### src/rtl/csdc_pkg.sv
// ----------------------------------------------------------------------------
// Clock synth divider calculator package
// Shared widths, payload words and controller/datapath interface types.
// ----------------------------------------------------------------------------
package csdc_pkg;

    localparam int FREQ_W     = 30;
    localparam int FRAC_W     = 20;
    localparam int XTAL_W     = 26;
    localparam int CLKIN_W    = 29;
    localparam int RLOG_W     = 3;
    localparam int RSHIFT_MAX = 7;
    localparam int DVD_W      = FREQ_W + FRAC_W;
    localparam int DVS_W      = FREQ_W + RSHIFT_MAX;
    localparam int CFG_IDX_W  = 1;
    localparam int CFG_DATA_W = CLKIN_W;

    localparam logic [CFG_IDX_W-1:0] CFG_XTAL  = 1'b0;
    localparam logic [CFG_IDX_W-1:0] CFG_CLKIN = 1'b1;

    typedef struct packed {
        logic              operation;
        logic [2:0]        target;
        logic [FREQ_W-1:0] frequency;
        logic              source_select;
    } req_word_t;

    typedef struct packed {
        logic [2:0]  status;
        logic [17:0] p1;
        logic [19:0] p2;
        logic [19:0] p3;
        logic [2:0]  rdiv_log2;
        logic        integer_only;
        logic [1:0]  prescale_log2;
    } rsp_word_t;

    // controller -> datapath
    typedef struct packed {
        logic load_req;
        logic check;
        logic rdiv_step;
        logic set_unreach;
        logic div_start;
        logic encode;
        logic load_out;
    } csdc_cmd_t;

    // datapath -> controller
    typedef struct packed {
        logic chk_err;
        logic chk_search;
        logic srch_pass;
        logic rlog_last;
        logic div_done;
    } csdc_sts_t;

endpackage

### src/rtl/csdc_div.sv
// ----------------------------------------------------------------------------
// Clock synth divider calculator - serial divider
// Restoring unsigned divider, one quotient bit per cycle.
// ----------------------------------------------------------------------------
module csdc_div #(
    parameter int DVD_W = 50,
    parameter int DVS_W = 37
) (
    input  logic             clk,
    input  logic             rst_n,
    input  logic             start,
    input  logic [DVD_W-1:0] dividend,
    input  logic [DVS_W-1:0] divisor,
    output logic             done,
    output logic [DVD_W-1:0] quotient
);

    localparam int CNT_W = $clog2(DVD_W + 1);
    localparam logic [CNT_W-1:0] CNT_INIT = CNT_W'(DVD_W);
    localparam logic [CNT_W-1:0] CNT_LAST = CNT_W'(1);

    logic [DVD_W-1:0] quot_reg, quot_next;
    logic [DVS_W-1:0] rem_reg, rem_next;
    logic [DVS_W-1:0] dvs_reg;
    logic [CNT_W-1:0] cnt_reg, cnt_next;
    logic             run_reg, run_next;
    logic             done_reg, done_next;
    logic [DVS_W:0]   trial;
    logic [DVS_W:0]   diff;
    logic             fits;

    assign trial = {rem_reg, quot_reg[DVD_W-1]};
    assign fits  = trial >= {1'b0, dvs_reg};
    assign diff  = trial - {1'b0, dvs_reg};

    always_comb
    begin
        quot_next = quot_reg;
        rem_next  = rem_reg;
        cnt_next  = cnt_reg;
        run_next  = run_reg;
        done_next = 1'b0;
        if (start)
        begin
            quot_next = dividend;
            rem_next  = '0;
            cnt_next  = CNT_INIT;
            run_next  = 1'b1;
        end
        else if (run_reg)
        begin
            // shift in the next dividend bit, subtract when it fits
            quot_next = {quot_reg[DVD_W-2:0], fits};
            rem_next  = fits ? diff[DVS_W-1:0] : trial[DVS_W-1:0];
            cnt_next  = cnt_reg - CNT_LAST;
            if (cnt_reg == CNT_LAST)
            begin
                run_next  = 1'b0;
                done_next = 1'b1;
            end
        end
    end

    always_ff @(posedge clk or negedge rst_n)
    begin
        if (!rst_n)
        begin
            run_reg  <= 1'b0;
            done_reg <= 1'b0;
            cnt_reg  <= '0;
        end
        else
        begin
            run_reg  <= run_next;
            done_reg <= done_next;
            cnt_reg  <= cnt_next;
        end
    end

    always_ff @(posedge clk)
    begin
        quot_reg <= quot_next;
        rem_reg  <= rem_next;
        if (start)
        begin
            dvs_reg <= divisor;
        end
    end

    assign done     = done_reg;
    assign quotient = quot_reg;

endmodule

### src/rtl/csdc_dp.sv
// ----------------------------------------------------------------------------
// Clock synth divider calculator - datapath
// Configuration, request hold, range checks, R search, divider and encoding.
// ----------------------------------------------------------------------------
module csdc_dp
    import csdc_pkg::*;
(
    input  logic                  clk,
    input  logic                  rst_n,
    input  logic                  cfg_valid,
    input  logic [CFG_IDX_W-1:0]  cfg_index,
    input  logic [CFG_DATA_W-1:0] cfg_data,
    input  req_word_t             req_data,
    input  csdc_cmd_t             cmd,
    output csdc_sts_t             sts,
    output rsp_word_t             rsp_data
);

    typedef enum logic [1:0] {
        KIND_PLL  = 2'd0,
        KIND_INT  = 2'd1,
        KIND_FRAC = 2'd2
    } kind_t;

    localparam logic [2:0] ST_OK        = 3'd0;
    localparam logic [2:0] ST_PLL_RANGE = 3'd1;
    localparam logic [2:0] ST_DIV_RANGE = 3'd2;
    localparam logic [2:0] ST_UNREACH   = 3'd3;
    localparam logic [2:0] ST_INT_RANGE = 3'd4;
    localparam logic [2:0] ST_CLKIN_HI  = 3'd5;

    localparam logic [XTAL_W-1:0]  XTAL_RST  = XTAL_W'(25000000);
    localparam logic [CLKIN_W-1:0] CLKIN_RST = CLKIN_W'(10000000);
    localparam logic [CLKIN_W-1:0] CLKIN_MAX = CLKIN_W'(40000000);
    localparam logic [FREQ_W-1:0]  PLL_MIN   = FREQ_W'(600000000);
    localparam logic [FREQ_W-1:0]  PLL_MAX   = FREQ_W'(900000000);
    localparam logic [DVS_W-1:0]   R_IN_MIN  = DVS_W'(500000);
    localparam logic [DVD_W-1:0]   FB_MIN    = DVD_W'(15) << FRAC_W;
    localparam logic [DVD_W-1:0]   FB_MAX    = DVD_W'(90) << FRAC_W;
    localparam logic [DVD_W-1:0]   IDIV_MIN  = DVD_W'(6);
    localparam logic [DVD_W-1:0]   IDIV_MAX  = DVD_W'(254);
    localparam logic [20:0]        DEN_C     = 21'h0FFFFF;
    localparam logic [17:0]        P1_OFS    = 18'd512;
    localparam int                 MS_SH     = 11;

    logic [XTAL_W-1:0]  xtal_reg;
    logic [CLKIN_W-1:0] clkin_reg;
    logic [FREQ_W-1:0]  pll_reg [2];

    req_word_t          rq_reg;
    logic [1:0]         pre_reg;
    logic               hi_reg;
    kind_t              kind_reg;
    logic [2:0]         st_reg;
    logic [RLOG_W-1:0]  rlog_reg;
    logic [DVS_W-1:0]   fr_reg;
    logic [17:0]        p1_reg;
    logic [19:0]        p2_reg;
    logic [19:0]        p3_reg;
    logic [2:0]         rd_reg;
    logic               io_reg;
    rsp_word_t          out_reg;

    logic [1:0]         pre_cur;
    logic               hi_cur;
    kind_t              kind_cur;
    logic [CLKIN_W-1:0] src;
    logic [FREQ_W-1:0]  pll_sel;
    logic [2:0]         chk_code;
    logic [DVD_W-1:0]   dvd;
    logic [DVS_W-1:0]   dvs;
    logic [DVD_W-1:0]   qt;
    logic               div_done;
    logic [FREQ_W-1:0]  fb_a;
    logic [19:0]        fb_b;
    logic [6:0]         q0;
    logic [20:0]        r0;
    logic               r_ovf;
    logic [7:0]         qf;
    logic [20:0]        rf;
    logic [17:0]        p1_frac;

    // ---- configuration registers
    always_ff @(posedge clk or negedge rst_n)
    begin
        if (!rst_n)
        begin
            xtal_reg  <= XTAL_RST;
            clkin_reg <= CLKIN_RST;
        end
        else if (cfg_valid)
        begin
            unique case (cfg_index)
                CFG_XTAL:  xtal_reg  <= cfg_data[XTAL_W-1:0];
                CFG_CLKIN: clkin_reg <= cfg_data;
                default:   ;
            endcase
        end
    end

    // ---- prescaler: smallest 2^k (k at most 3) bringing the clock input to 40 MHz or less
    always_comb
    begin
        hi_cur = (clkin_reg >> 3) > CLKIN_MAX;
        if (clkin_reg <= CLKIN_MAX)
            pre_cur = 2'd0;
        else if ((clkin_reg >> 1) <= CLKIN_MAX)
            pre_cur = 2'd1;
        else if ((clkin_reg >> 2) <= CLKIN_MAX)
            pre_cur = 2'd2;
        else
            pre_cur = 2'd3;
    end

    always_comb
    begin
        if (!req_data.operation)
            kind_cur = KIND_PLL;
        else if (req_data.target > 3'd5)
            kind_cur = KIND_INT;
        else
            kind_cur = KIND_FRAC;
    end

    // ---- early checks on the held request
    assign src     = rq_reg.source_select ? (clkin_reg >> pre_reg) : CLKIN_W'(xtal_reg);
    assign pll_sel = pll_reg[rq_reg.source_select];

    always_comb
    begin
        chk_code = ST_OK;
        case (kind_reg)
            KIND_PLL:
            begin
                if (rq_reg.frequency < PLL_MIN || rq_reg.frequency > PLL_MAX)
                    chk_code = ST_PLL_RANGE;
                else if (rq_reg.source_select && hi_reg)
                    chk_code = ST_CLKIN_HI;
                else if (src == '0)
                    chk_code = ST_DIV_RANGE;
            end
            KIND_INT:
            begin
                if (rq_reg.frequency == '0)
                    chk_code = ST_INT_RANGE;
            end
            KIND_FRAC:
            begin
                if (rq_reg.frequency == '0)
                    chk_code = ST_UNREACH;
            end
            default: chk_code = ST_OK;
        endcase
    end

    // ---- divider operands
    always_comb
    begin
        case (kind_reg)
            KIND_PLL:
            begin
                dvd = {rq_reg.frequency, {FRAC_W{1'b0}}};
                dvs = DVS_W'(src);
            end
            KIND_INT:
            begin
                dvd = DVD_W'(pll_sel);
                dvs = DVS_W'(rq_reg.frequency);
            end
            default:
            begin
                dvd = {pll_sel, {FRAC_W{1'b0}}};
                dvs = fr_reg;
            end
        endcase
    end

    csdc_div #(
        .DVD_W (DVD_W),
        .DVS_W (DVS_W)
    ) u_div (
        .clk      (clk),
        .rst_n    (rst_n),
        .start    (cmd.div_start),
        .dividend (dvd),
        .divisor  (dvs),
        .done     (div_done),
        .quotient (qt)
    );

    // ---- fractional encoding: q = floor(128*b / C), r = 128*b - C*q
    assign fb_a    = qt[DVD_W-1:FRAC_W];
    assign fb_b    = qt[FRAC_W-1:0];
    assign q0      = fb_b[19:13];
    assign r0      = {1'b0, fb_b[12:0], 7'b0} + 21'(q0);
    assign r_ovf   = r0 >= DEN_C;
    assign qf      = 8'(q0) + 8'(r_ovf);
    assign rf      = r_ovf ? (r0 - DEN_C) : r0;
    assign p1_frac = {fb_a[10:0], 7'b0} + 18'(qf) - P1_OFS;

    always_ff @(posedge clk or negedge rst_n)
    begin
        if (!rst_n)
        begin
            pll_reg[0] <= '0;
            pll_reg[1] <= '0;
        end
        else if (cmd.load_out && kind_reg == KIND_PLL && st_reg == ST_OK)
        begin
            pll_reg[rq_reg.target[0]] <= rq_reg.frequency;
        end
    end

    always_ff @(posedge clk)
    begin
        if (cmd.load_req)
        begin
            rq_reg   <= req_data;
            pre_reg  <= pre_cur;
            hi_reg   <= hi_cur;
            kind_reg <= kind_cur;
        end

        if (cmd.check)
        begin
            st_reg   <= chk_code;
            rlog_reg <= '0;
            fr_reg   <= DVS_W'(rq_reg.frequency);
        end
        else if (cmd.set_unreach)
        begin
            st_reg <= ST_UNREACH;
        end
        else if (cmd.rdiv_step)
        begin
            rlog_reg <= rlog_reg + RLOG_W'(1);
            fr_reg   <= fr_reg << 1;
        end
        else if (cmd.encode)
        begin
            p1_reg <= p1_frac;
            p2_reg <= rf[19:0];
            p3_reg <= DEN_C[19:0];
            rd_reg <= '0;
            io_reg <= 1'b0;
            case (kind_reg)
                KIND_PLL:
                begin
                    if (qt < FB_MIN || qt > FB_MAX)
                        st_reg <= ST_DIV_RANGE;
                end
                KIND_INT:
                begin
                    if (qt < IDIV_MIN || qt > IDIV_MAX)
                        st_reg <= ST_INT_RANGE;
                    p1_reg <= qt[17:0];
                    p2_reg <= '0;
                    p3_reg <= '0;
                    io_reg <= 1'b1;
                end
                default:
                begin
                    rd_reg <= rlog_reg;
                end
            endcase
        end

        if (cmd.load_out)
        begin
            out_reg.status        <= st_reg;
            out_reg.prescale_log2 <= pre_reg;
            if (st_reg == ST_OK)
            begin
                out_reg.p1           <= p1_reg;
                out_reg.p2           <= p2_reg;
                out_reg.p3           <= p3_reg;
                out_reg.rdiv_log2    <= rd_reg;
                out_reg.integer_only <= io_reg;
            end
            else
            begin
                out_reg.p1           <= '0;
                out_reg.p2           <= '0;
                out_reg.p3           <= '0;
                out_reg.rdiv_log2    <= '0;
                out_reg.integer_only <= 1'b0;
            end
        end
    end

    // ---- status to the controller
    assign sts.chk_err    = chk_code != ST_OK;
    assign sts.chk_search = kind_reg == KIND_FRAC;
    assign sts.srch_pass  = !(({{(DVS_W + MS_SH - FREQ_W){1'b0}}, pll_sel}
                                >= {fr_reg, {MS_SH{1'b0}}}) || (fr_reg < R_IN_MIN));
    assign sts.rlog_last  = &rlog_reg;
    assign sts.div_done   = div_done;

    assign rsp_data = out_reg;

endmodule

### src/rtl/csdc_ctrl.sv
// ----------------------------------------------------------------------------
// Clock synth divider calculator - controller
// Sequences check, R search, division, encoding and result hand-off.
// ----------------------------------------------------------------------------
module csdc_ctrl
    import csdc_pkg::*;
(
    input  logic      clk,
    input  logic      rst_n,
    input  logic      req_valid,
    output logic      req_stall,
    output logic      rsp_valid,
    input  logic      rsp_stall,
    input  csdc_sts_t sts,
    output csdc_cmd_t cmd
);

    typedef enum logic [5:0] {
        S_IDLE   = 6'b000001,
        S_CHECK  = 6'b000010,
        S_SEARCH = 6'b000100,
        S_DIV    = 6'b001000,
        S_ENC    = 6'b010000,
        S_OUT    = 6'b100000
    } state_t;

    state_t state_reg, state_next;
    logic   rsp_valid_reg, rsp_valid_next;
    logic   out_free;

    assign out_free = !rsp_valid_reg || !rsp_stall;

    always_comb
    begin
        state_next = state_reg;
        cmd        = '0;
        unique case (state_reg)
            S_IDLE:
            begin
                if (req_valid)
                begin
                    cmd.load_req = 1'b1;
                    state_next   = S_CHECK;
                end
            end
            S_CHECK:
            begin
                cmd.check = 1'b1;
                if (sts.chk_err)
                    state_next = S_OUT;
                else if (sts.chk_search)
                    state_next = S_SEARCH;
                else
                begin
                    cmd.div_start = 1'b1;
                    state_next    = S_DIV;
                end
            end
            S_SEARCH:
            begin
                if (sts.srch_pass)
                begin
                    cmd.div_start = 1'b1;
                    state_next    = S_DIV;
                end
                else if (sts.rlog_last)
                begin
                    cmd.set_unreach = 1'b1;
                    state_next      = S_OUT;
                end
                else
                begin
                    cmd.rdiv_step = 1'b1;
                end
            end
            S_DIV:
            begin
                if (sts.div_done)
                    state_next = S_ENC;
            end
            S_ENC:
            begin
                cmd.encode = 1'b1;
                state_next = S_OUT;
            end
            S_OUT:
            begin
                // hold until the output register is free
                if (out_free)
                begin
                    cmd.load_out = 1'b1;
                    state_next   = S_IDLE;
                end
            end
            default: state_next = S_IDLE;
        endcase
    end

    always_comb
    begin
        rsp_valid_next = rsp_valid_reg;
        if (cmd.load_out)
            rsp_valid_next = 1'b1;
        else if (!rsp_stall)
            rsp_valid_next = 1'b0;
    end

    always_ff @(posedge clk or negedge rst_n)
    begin
        if (!rst_n)
        begin
            state_reg     <= S_IDLE;
            rsp_valid_reg <= 1'b0;
        end
        else
        begin
            state_reg     <= state_next;
            rsp_valid_reg <= rsp_valid_next;
        end
    end

    assign req_stall = state_reg != S_IDLE;
    assign rsp_valid = rsp_valid_reg;

endmodule

### src/rtl/clock_synth_divider_calculator.sv
// ----------------------------------------------------------------------------
// Clock synth divider calculator
// Computes PLL feedback and output multisynth divider parameters per request.
// ----------------------------------------------------------------------------
// Sequence: an early reject goes from acceptance straight to the output load;
//   a PLL or integer request runs the serial divide, encode and output load;
//   a fractional output first runs an R search over up to 8 R values.
// Flow: one request in flight; the next word is taken in the cycle after its
//   result is loaded.
// Reset: asynchronous active-low; 25 MHz crystal, 10 MHz clock in, PLLs zero.
// ----------------------------------------------------------------------------
module clock_synth_divider_calculator
    import csdc_pkg::*;
(
    input  logic                  clk,
    input  logic                  rst_n,

    // request channel
    input  logic                  req_valid,
    output logic                  req_stall,
    input  req_word_t             req_data,

    // result channel
    output logic                  rsp_valid,
    input  logic                  rsp_stall,
    output rsp_word_t             rsp_data,

    // configuration write channel
    input  logic                  cfg_valid,
    output logic                  cfg_ready,
    input  logic [CFG_IDX_W-1:0]  cfg_index,
    input  logic [CFG_DATA_W-1:0] cfg_data
);

    csdc_cmd_t cmd;
    csdc_sts_t sts;

    // Configuration writes are registered directly; the user is to issue them only
    // while the block is idle (not enforced by the block), so the port never pushes back.
    assign cfg_ready = 1'b1;

    // Controller: walks each request word through check, R search (fractional
    // outputs only), divide, encode, then waits for the output register to drain
    // before taking the next word. A finished result sits in the output
    // register while the next request is already being worked on.
    csdc_ctrl u_ctrl (
        .clk       (clk),
        .rst_n     (rst_n),
        .req_valid (req_valid),
        .req_stall (req_stall),
        .rsp_valid (rsp_valid),
        .rsp_stall (rsp_stall),
        .sts       (sts),
        .cmd       (cmd)
    );

    // Datapath: configuration, prescaler, range checks, R divider search,
    // the shared serial divider, divider encoding and the PLL frequency store.
    csdc_dp u_dp (
        .clk       (clk),
        .rst_n     (rst_n),
        .cfg_valid (cfg_valid),
        .cfg_index (cfg_index),
        .cfg_data  (cfg_data),
        .req_data  (req_data),
        .cmd       (cmd),
        .sts       (sts),
        .rsp_data  (rsp_data)
    );

endmodule
### config.mk
export PLATFORM = sky130hd
export DESIGN_NAME = clock_synth_divider_calculator
export DESIGN_NICKNAME = d
export VERILOG_FILES = /design/src/rtl/csdc_pkg.sv /design/src/rtl/csdc_div.sv /design/src/rtl/csdc_dp.sv /design/src/rtl/csdc_ctrl.sv /design/src/rtl/clock_synth_divider_calculator.sv
export SDC_FILE = /design/constraint.sdc
export NUM_CORES = 1
export LEC_CHECK = 0
export ABC_AREA = 1
export BUFFER_PORTS_ARGS = -buffer_cell sky130_fd_sc_hd__clkbuf_2
export CAP_MARGIN = 25
export CORE_ASPECT_RATIO = 0.8
export CORE_UTILIZATION = 24
export DETAILED_ROUTE_END_ITERATION = 7
export HOLD_SLACK_MARGIN = 0.08
export PLACE_DENSITY = 0.43
export SLEW_MARGIN = 25
export SYNTH_ARGS = -nofsm -noshare
export SYNTH_HDL_FRONTEND = slang
export SYNTH_SLANG_ARGS = --single-unit
export TNS_END_PERCENT = 1
### constraint.sdc
create_clock -name clk -period 7.3 [get_ports clk]
set_input_delay 0.73 -clock clk [delete_from_list [all_inputs] [get_ports clk]]
set_output_delay 0.73 -clock clk [all_outputs]
set_load 0.05 [all_outputs]
==> summary.txt, run 1 <==
Power and ir drop
  – Flop pwr share: 0.341
  – PD cells: around 450 nW/um^2
  – Internal power: about 6600 uW
  – Psw: about 5500 uW
  – Max VDD drop: between 150 and 200 uV
  – Net Sw Frac: 0.452
  – Clk pwr share: 0.213
  – Comb power frac: 0.446
  – Pleak: 0.0119 uW

Global route
  – First-pass GRT wire length: 122000 um
  – Largest net degree at the start of global routing: 80
  – Number of antenna violations at the first check in global routing: 2
  – Overall Global Routing Usage: 0.160
  – Number of global-route vias before repair: 19.3k
  – GRT overflow: 0

Critical path
  – Worst setup EP type: flop
  – Critical Path RT: 7.54 ns
  – Crit start category: flop
  – CP max FO: 79
  – Crit path DAT: ~5.6 ns
  – FF-to-FF path depth: 19
  – Critical setup path kind: reg -> reg

Die
  – Row count: 102
  – IO Count: 140
  – Width of the chip: around 350 um
  – Die Ht: 283 um
  – Initial Utilization: 0.243
  – Core area: about 100000 um^2
  – Die area: 99700 um^2

Timing
  – Unrepaired setup endpoints after global routing: no
  – Slew Viols, Final: 0
  – Fmax: between 150 and 200 MHz
  – Slew HR: 0.351
  – Tmin final: 5.36 ns
  – Final TNS setup: 0 ns
  – Final hold violations: 0
  – Final Setup Violations: 0
  – Clock Skew: 0.0281 ns
  – Crit share post-route: 0.734
  – Least-Margin Pin Slew: 0.972 ns
  – Final Hold Slack: around 0.17 ns

CTS
  – Cts repair resizes: 0
  – CTS max path bufs: 3
  – Root buffer cell: clkbuf_16
  – Hold buffer count at cts: 0
  – Clock Pin Slew Worst Setup and Hold Paths: roughly 0.06 ns
  – Clk sinks: 425
  – Postcts setup bufs: 0
  – Clk Latency, worst-skew pair: 0.61 ns
  – CTS tree: yes
  – H-tree level count: 2
  – CTS Buf Count: 50

Synth
  – Yosys top cell area share: 0.315
  – Mapped Area: 23600 um^2
  – Most common cell in the synthesized netlist: nand2_1
  – Commonest cells post-synth: nand2_1, inv_1, nor2_1
  – Sequential area share after synthesis: 0.494
  – Area fraction in compound gates after synthesis: 0.118
  – Post-Syn Nets: 3080
  – Most common flop cell mapped by yosys: edfxtp_1
  – Number of flops mapped to enable cells by yosys: 248
  – Synth Area in Adders: 0.0348
  – Top post-synthesis cells by area: edfxtp_1, nand2_1, dfrtp_1
  – Post-synth top area cell: edfxtp_1
  – Yosys warnings: 0
  – Post-synthesis mux area share: 0.00127
  – Largest family of logic cells by synthesized area: simple AND/OR/NAND/NOR gates
  – Syn Inst Count: 2945
  – Syn Area/Cell: ~8 um^2
  – Post-synthesis xor/xnor area fraction: 0.0122
  – Synthesis-stage register bit count: 425
  – Simple-Gate Fraction of Synth Area: 0.252
  – Count of different cell masters after synthesis: 59
  – Fraction of registers with async set/reset: 0.306

Place
  – Routability cong.: 0.894
  – DP HPWL: 59800 um
  – IO Port Bufs: 138

Drt
  – Drt first pass iters: 5
  – Routed len/inst: 18.4 um
  – DR vias: 20.1k
  – Total Routed Length: between 80000 and 90000 um
  – Residual DRC: 0
  – DR iter-0 viols: around 2k
  – Via/cell ratio: around 4.6
  – Detail Route Antenna Nets: 0

Cells and area
  – Fillers: 10.5k
  – # nets final: 3154
  – # diodes: 0
  – Max reg flops: 60
  – Layout area overhead: 14.9%
  – Share of cells above drive strength 1: 0.103

Job
  – Max-cap violations: 0

Status
  – Status: completed

Min path
  – Hold Path Class: in -> async
-- kinds of logic after synthesis --
family,after synthesis
adders and majority gates,65
AOI/OAI and AO/OA,498
buffers and inverters,506
muxes,3
other,1
and+or+nand+nor,1414
xor gates and xnor gates,33
DFF,425
-- critical path: stages, from the launching register on --
cell,delay [ns]
edfxtp_1,0.32
buf_4,0.34
inv_2,0.45
nor2_2,0.89
inv_2,0.19
nor2_1,0.20
nor2_1,0.07
nand3_1,0.08
nor2_1,0.05
nand2_1,0.05
nor2_1,0.04
nand3_2,0.14
nand2_1,0.08
nor2_2,0.11
nand2_2,0.05
buf_4,0.29
nand2_4,0.70
inv_2,0.14
nand2_2,0.11
buf_4,0.54
-- stage by stage --
| step | setup slack, ns | instances | total power [uW] | utilization | instance area, um^2 |
|---|---|---|---|---|---|
| 2_1_floorplan | 2.76 | 2945 | 7660 | - | 23600 |
| 3_3_place_gp | 1.72 | 4267 | 9550 | 0.262 | 25500 |
| 3_5_place_dp | 1.68 | 4267 | 9530 | 0.262 | 25500 |
| 4_1_cts | 1.64 | 4359 | 12200 | 0.279 | 27100 |
| 5_1_grt | 1.47 | 4359 | 13100 | 0.279 | 27100 |
| 6_report | 1.94 | 4359 | 12100 | 0.279 | 27100 |
-- power by group through the flow --
stage	Combinational [uW]	Sequential, uW	Clock, uW
6_report	5400	4140	2580
3_5_place_dp	5370	4170	0
3_3_place_gp	5370	4170	0
2_1_floorplan	3800	3860	0
4_1_cts	5390	4120	2670
5_1_grt	6090	4210	2760
-- cells in the final DEF, fill, tap and decap left out, types with 11 or more instances in the layout --
| cell | instances |
|---|---|
| a21oi_1 | 131 |
| buf_4 | 25 |
| clkbuf_1 | 16 |
| clkbuf_16 | 53 |
| clkbuf_2 | 137 |
| dfrtp_1 | 109 |
| dfstp_2 | 21 |
| dfxtp_1 | 47 |
| edfxtp_1 | 248 |
| ha_1 | 64 |
| inv_1 | 354 |
| nand2_1 | 769 |
| nand3_1 | 167 |
| nand3b_1 | 11 |
| nand4_1 | 42 |
| nor2_1 | 293 |
| nor3_1 | 42 |
| nor4_1 | 25 |
| o21ai_0 | 250 |
| o221ai_1 | 37 |
| o22ai_1 | 21 |
| or2_2 | 39 |
| xnor2_1 | 19 |
| xor2_1 | 14 |
-- layer usage --
layer  track usage  up-vias  part of all wire
li1              -     9928                 -
met5             0        -                 0
met4        0.0373        0             0.018
met2         0.230      515              0.40
met3        0.0229       89             0.057
met1         0.248     9604              0.52
-- path summary, 6_finish.rpt --
check	endpoint	slack [ns]	startpoint
max in group asynchronous	u_dp.xtal_reg[23]$_DFFE_PN0P_	5.86	rst_n
min in group clk	u_dp.rq_reg[26]$_DFFE_PP_	0.30	req_data[26]
hold reg to reg	u_dp.fr_reg[34]$_SDFFE_PP0P_	0.45	u_dp.fr_reg[34]$_SDFFE_PP0P_
setup reg to reg	u_dp.u_div.quotient[2]$_DFFE_PP_	1.94	u_dp.rq_reg[0]$_DFFE_PP_
hold / removal	u_dp.pll_reg[4]$_DFFE_PN0P_	0.17	rst_n
setup / recovery	u_dp.u_div.quotient[2]$_DFFE_PP_	1.94	u_dp.rq_reg[0]$_DFFE_PP_
-- final cells by class --
cell class | count | area (um^2) | area share
timing repair buffer | 163 | 885 | 0.0326
inverter | 365 | 1370 | 0.0505
clock buffer | 70 | 1400 | 0.0516
clock inverter | 22 | 254 | 0.00936
multi-input combinational | 2014 | 9930 | 0.366
sequential | 425 | 11700 | 0.430
tap | 1300 | 1630 | 0.0600
Power figures use the tool's default switching activity.
==> run 2, diff against run 1 <==
- clock period: 7.3 -> 5.2 ns (I/O delays scaled with it)
==> run 2 against run 1 <==
  * First-iteration DRC count fell by 13%
  * Wire length is 0.71% higher
  * Flip-flop and latch count unchanged
  * Clock power grew 32%
  * Combinational power rose by 41%
  * Critical path depth down 1
  * Total power grew 39%
  * Count of clock-buffer cells in the layout down 5
  * Cell area is 0.72% higher
  * Final cell count increased by 0.69%
  * Critical path type unchanged
  * Largest cell class unchanged
==> summary.txt, run 2 (synthesis gave the netlist of run 1 again) <==
Drt
  – DR vias: 20.1k (-0.065%)
  – Drt first pass iters: 5 (unchanged)
  – Detail Route Antenna Nets: 0 (unchanged)
  – Routed len/inst: 18.4 um (about the same)
  – Via/cell ratio: 4.58 (-0.75%)
  – DR iter-0 viols: 1744 (-13%)
  – Total Routed Length: 80900 um (+0.71%)
  – Residual DRC: 0 (unchanged)

Min path
  – Hold Crit Depth: 1
  – Hold Path Class: in -> reg
  – Critical hold path startpoint: req_data[13]

CTS
  – Cts repair resizes: 0 (unchanged)
  – Clock Pin Slew Worst Setup and Hold Paths: 0.06 ns (about the same)
  – CTS Buf Count: 49 (-2.0%)
  – Root buffer cell: clkbuf_16
  – Hold buffer count at cts: 26 (+26)
  – H-tree level count: 2 (unchanged)
  – Postcts setup bufs: 0 (unchanged)
  – CTS max path bufs: 3 (unchanged)
  – CTS tree: yes
  – Clk sinks: 425 (unchanged)
  – Clk Latency, worst-skew pair: 0.63 ns (+0.02 ns)

Critical path
  – Worst setup EP type: flop
  – FF-to-FF path depth: 18 (-1)
  – Crit start category: flop
  – Critical Path RT: 5.50 ns (-2.04 ns)
  – Crit path DAT: 4.43 ns (-1.17 ns)
  – Critical setup path kind: reg -> reg
  – CP max FO: 30 (-62%)
  – RR Startpoint: u_dp.rq_reg[0]$_DFFE_PP_
  – CP Launch Point: u_dp.rq_reg[0]$_DFFE_PP_

Cells and area
  – Layout area overhead: 15.7%
  – Most common cell after layout, fill and taps aside: nand2_1
  – # diodes: 0 (unchanged)
  – Share of cells above drive strength 1: 0.104 (+0.000615)
  – Final Instance Area: 27300 um^2 (+0.72%)
  – Most frequent cells in the layout: nand2_1, inv_1, nor2_1
  – # nets final: 3185 (+0.98%)
  – Max reg flops: 60 (unchanged)

Power and ir drop
  – Max VDD drop: 287 uV (+56%)
  – PD cells: 619 nW/um^2 (+38%)
  – Pleak: 0.0120 uW (+0.80%)

Timing
  – Fmax: 242 MHz (+30%)
  – Tmin final: 4.13 ns (-1.23 ns)
  – Crit share post-route: 0.795 (+0.0608)
  – Least-Margin Pin Slew: 0.991 ns (+0.0192 ns)
  – Final TNS setup: 0 ns (unchanged)
  – Final hold violations: 0 (unchanged)
  – Clock Skew: 0.0353 ns (+0.00723 ns)
  – Slew Viols, Final: 0 (unchanged)
  – Slew HR: 0.339 (-0.0128)
  – Final Setup Violations: 0 (unchanged)
  – Unrepaired setup endpoints after global routing: no

Die
  – Width of the chip: 353 um (unchanged)
  – Row count: 102 (unchanged)
  – Initial Utilization: 0.243 (unchanged)
  – IO Count: 140 (unchanged)
  – Die area: 99700 um^2 (unchanged)
  – Die Ht: 283 um (unchanged)
  – Core area: 97100 um^2 (unchanged)

Global route
  – Overall Global Routing Usage: 0.160 (-0.000510)
  – Largest net degree at the start of global routing: 130 (+63%)
  – First-pass GRT wire length: 122000 um (-0.48%)
  – Number of antenna violations at the first check in global routing: 5 (+3)
  – GRT overflow: 0 (unchanged)
  – Number of global-route vias before repair: 19.3k (-0.052%)

Place
  – DP HPWL: 59900 um (+0.14%)
  – Placement Cell Area: 25500 um^2 (+0.23%)
  – Routability cong.: 0.876 (-2.0%)
  – IO Port Bufs: 138 (unchanged)

Job
  – Max-cap violations: 0 (unchanged)

Status
  – Status: completed
-- run 2: critical path, cell delays in order, from the launching register on --
cell	delay, ns
edfxtp_1	0.36
inv_2	0.22
buf_4	0.32
nor2_2	0.78
inv_2	0.17
nor2_1	0.19
nor2_1	0.06
nand3_1	0.08
nor2_1	0.05
nand2_1	0.05
nor2_1	0.04
nand3_2	0.12
nand2_1	0.08
nor2_2	0.11
nand2_2	0.09
nand2_4	0.08
inv_2	0.07
nand2_2	0.56
buf_4	0.33
-- run 2: power breakdown --
part           internal, uW  switching (uW)
combinational          2390            5250
sequential             4850            1020
clock                  1890            1510
total                  9140            7780
-- run 2: area by class of cell --
class                           count  area (um^2)
Inverter                          365         1370
Clock inverter                     25          216
Timing Repair Buffer              195         1200
Tap cell                         1300         1630
Fill cell                       10539        69800
Clock buffer                       65         1320
Multi-Input combinational cell   2014         9920
Sequential cell                   425        11700
-- run 2: per-stage QoR --
| step | total power (uW) | worst slack [ns] | cells | hold slack [ns] | utilization |
|---|---|---|---|---|---|
| after floorplan | 10800 | 0.655 | 2945 | 0.224 | - |
| after global placement | 13500 | 1.15 | 4273 | 0.442 | 0.263 |
| after global routing | 18200 | 0.634 | 4389 | 0.0846 | 0.281 |
| final | 16900 | 1.07 | 4389 | 0.102 | 0.281 |
| after CTS | 17000 | 1.07 | 4389 | 0.0800 | 0.281 |
| after detailed placement | 13500 | 1.11 | 4273 | 0.445 | 0.263 |
-- run 2: worst paths after layout --
check	end	slack (ns)
min in group asynchronous	u_dp.pll_reg[44]$_DFFE_PN0P_	0.51
hold reg to reg	u_dp.fr_reg[34]$_SDFFE_PP0P_	0.46
max in group asynchronous	u_dp.u_div.cnt_reg[2]$_DFFE_PN0P_	3.52
setup / recovery	u_dp.u_div.quotient[16]$_DFFE_PP_	1.07
hold / removal	u_dp.rq_reg[13]$_DFFE_PP_	0.10
setup reg to reg	u_dp.u_div.quotient[16]$_DFFE_PP_	1.07
-- run 2: metal layers --
metal | vias to the layer above | global-route usage | wire (um)
li1 | 9984 | - | -
met2 | 530 | 0.236 | 33500
met5 | - | 0 | 0
met3 | 75 | 0.0297 | 5040
met4 | 0 | 0.0358 | 1340
met1 | 9534 | 0.238 | 41000
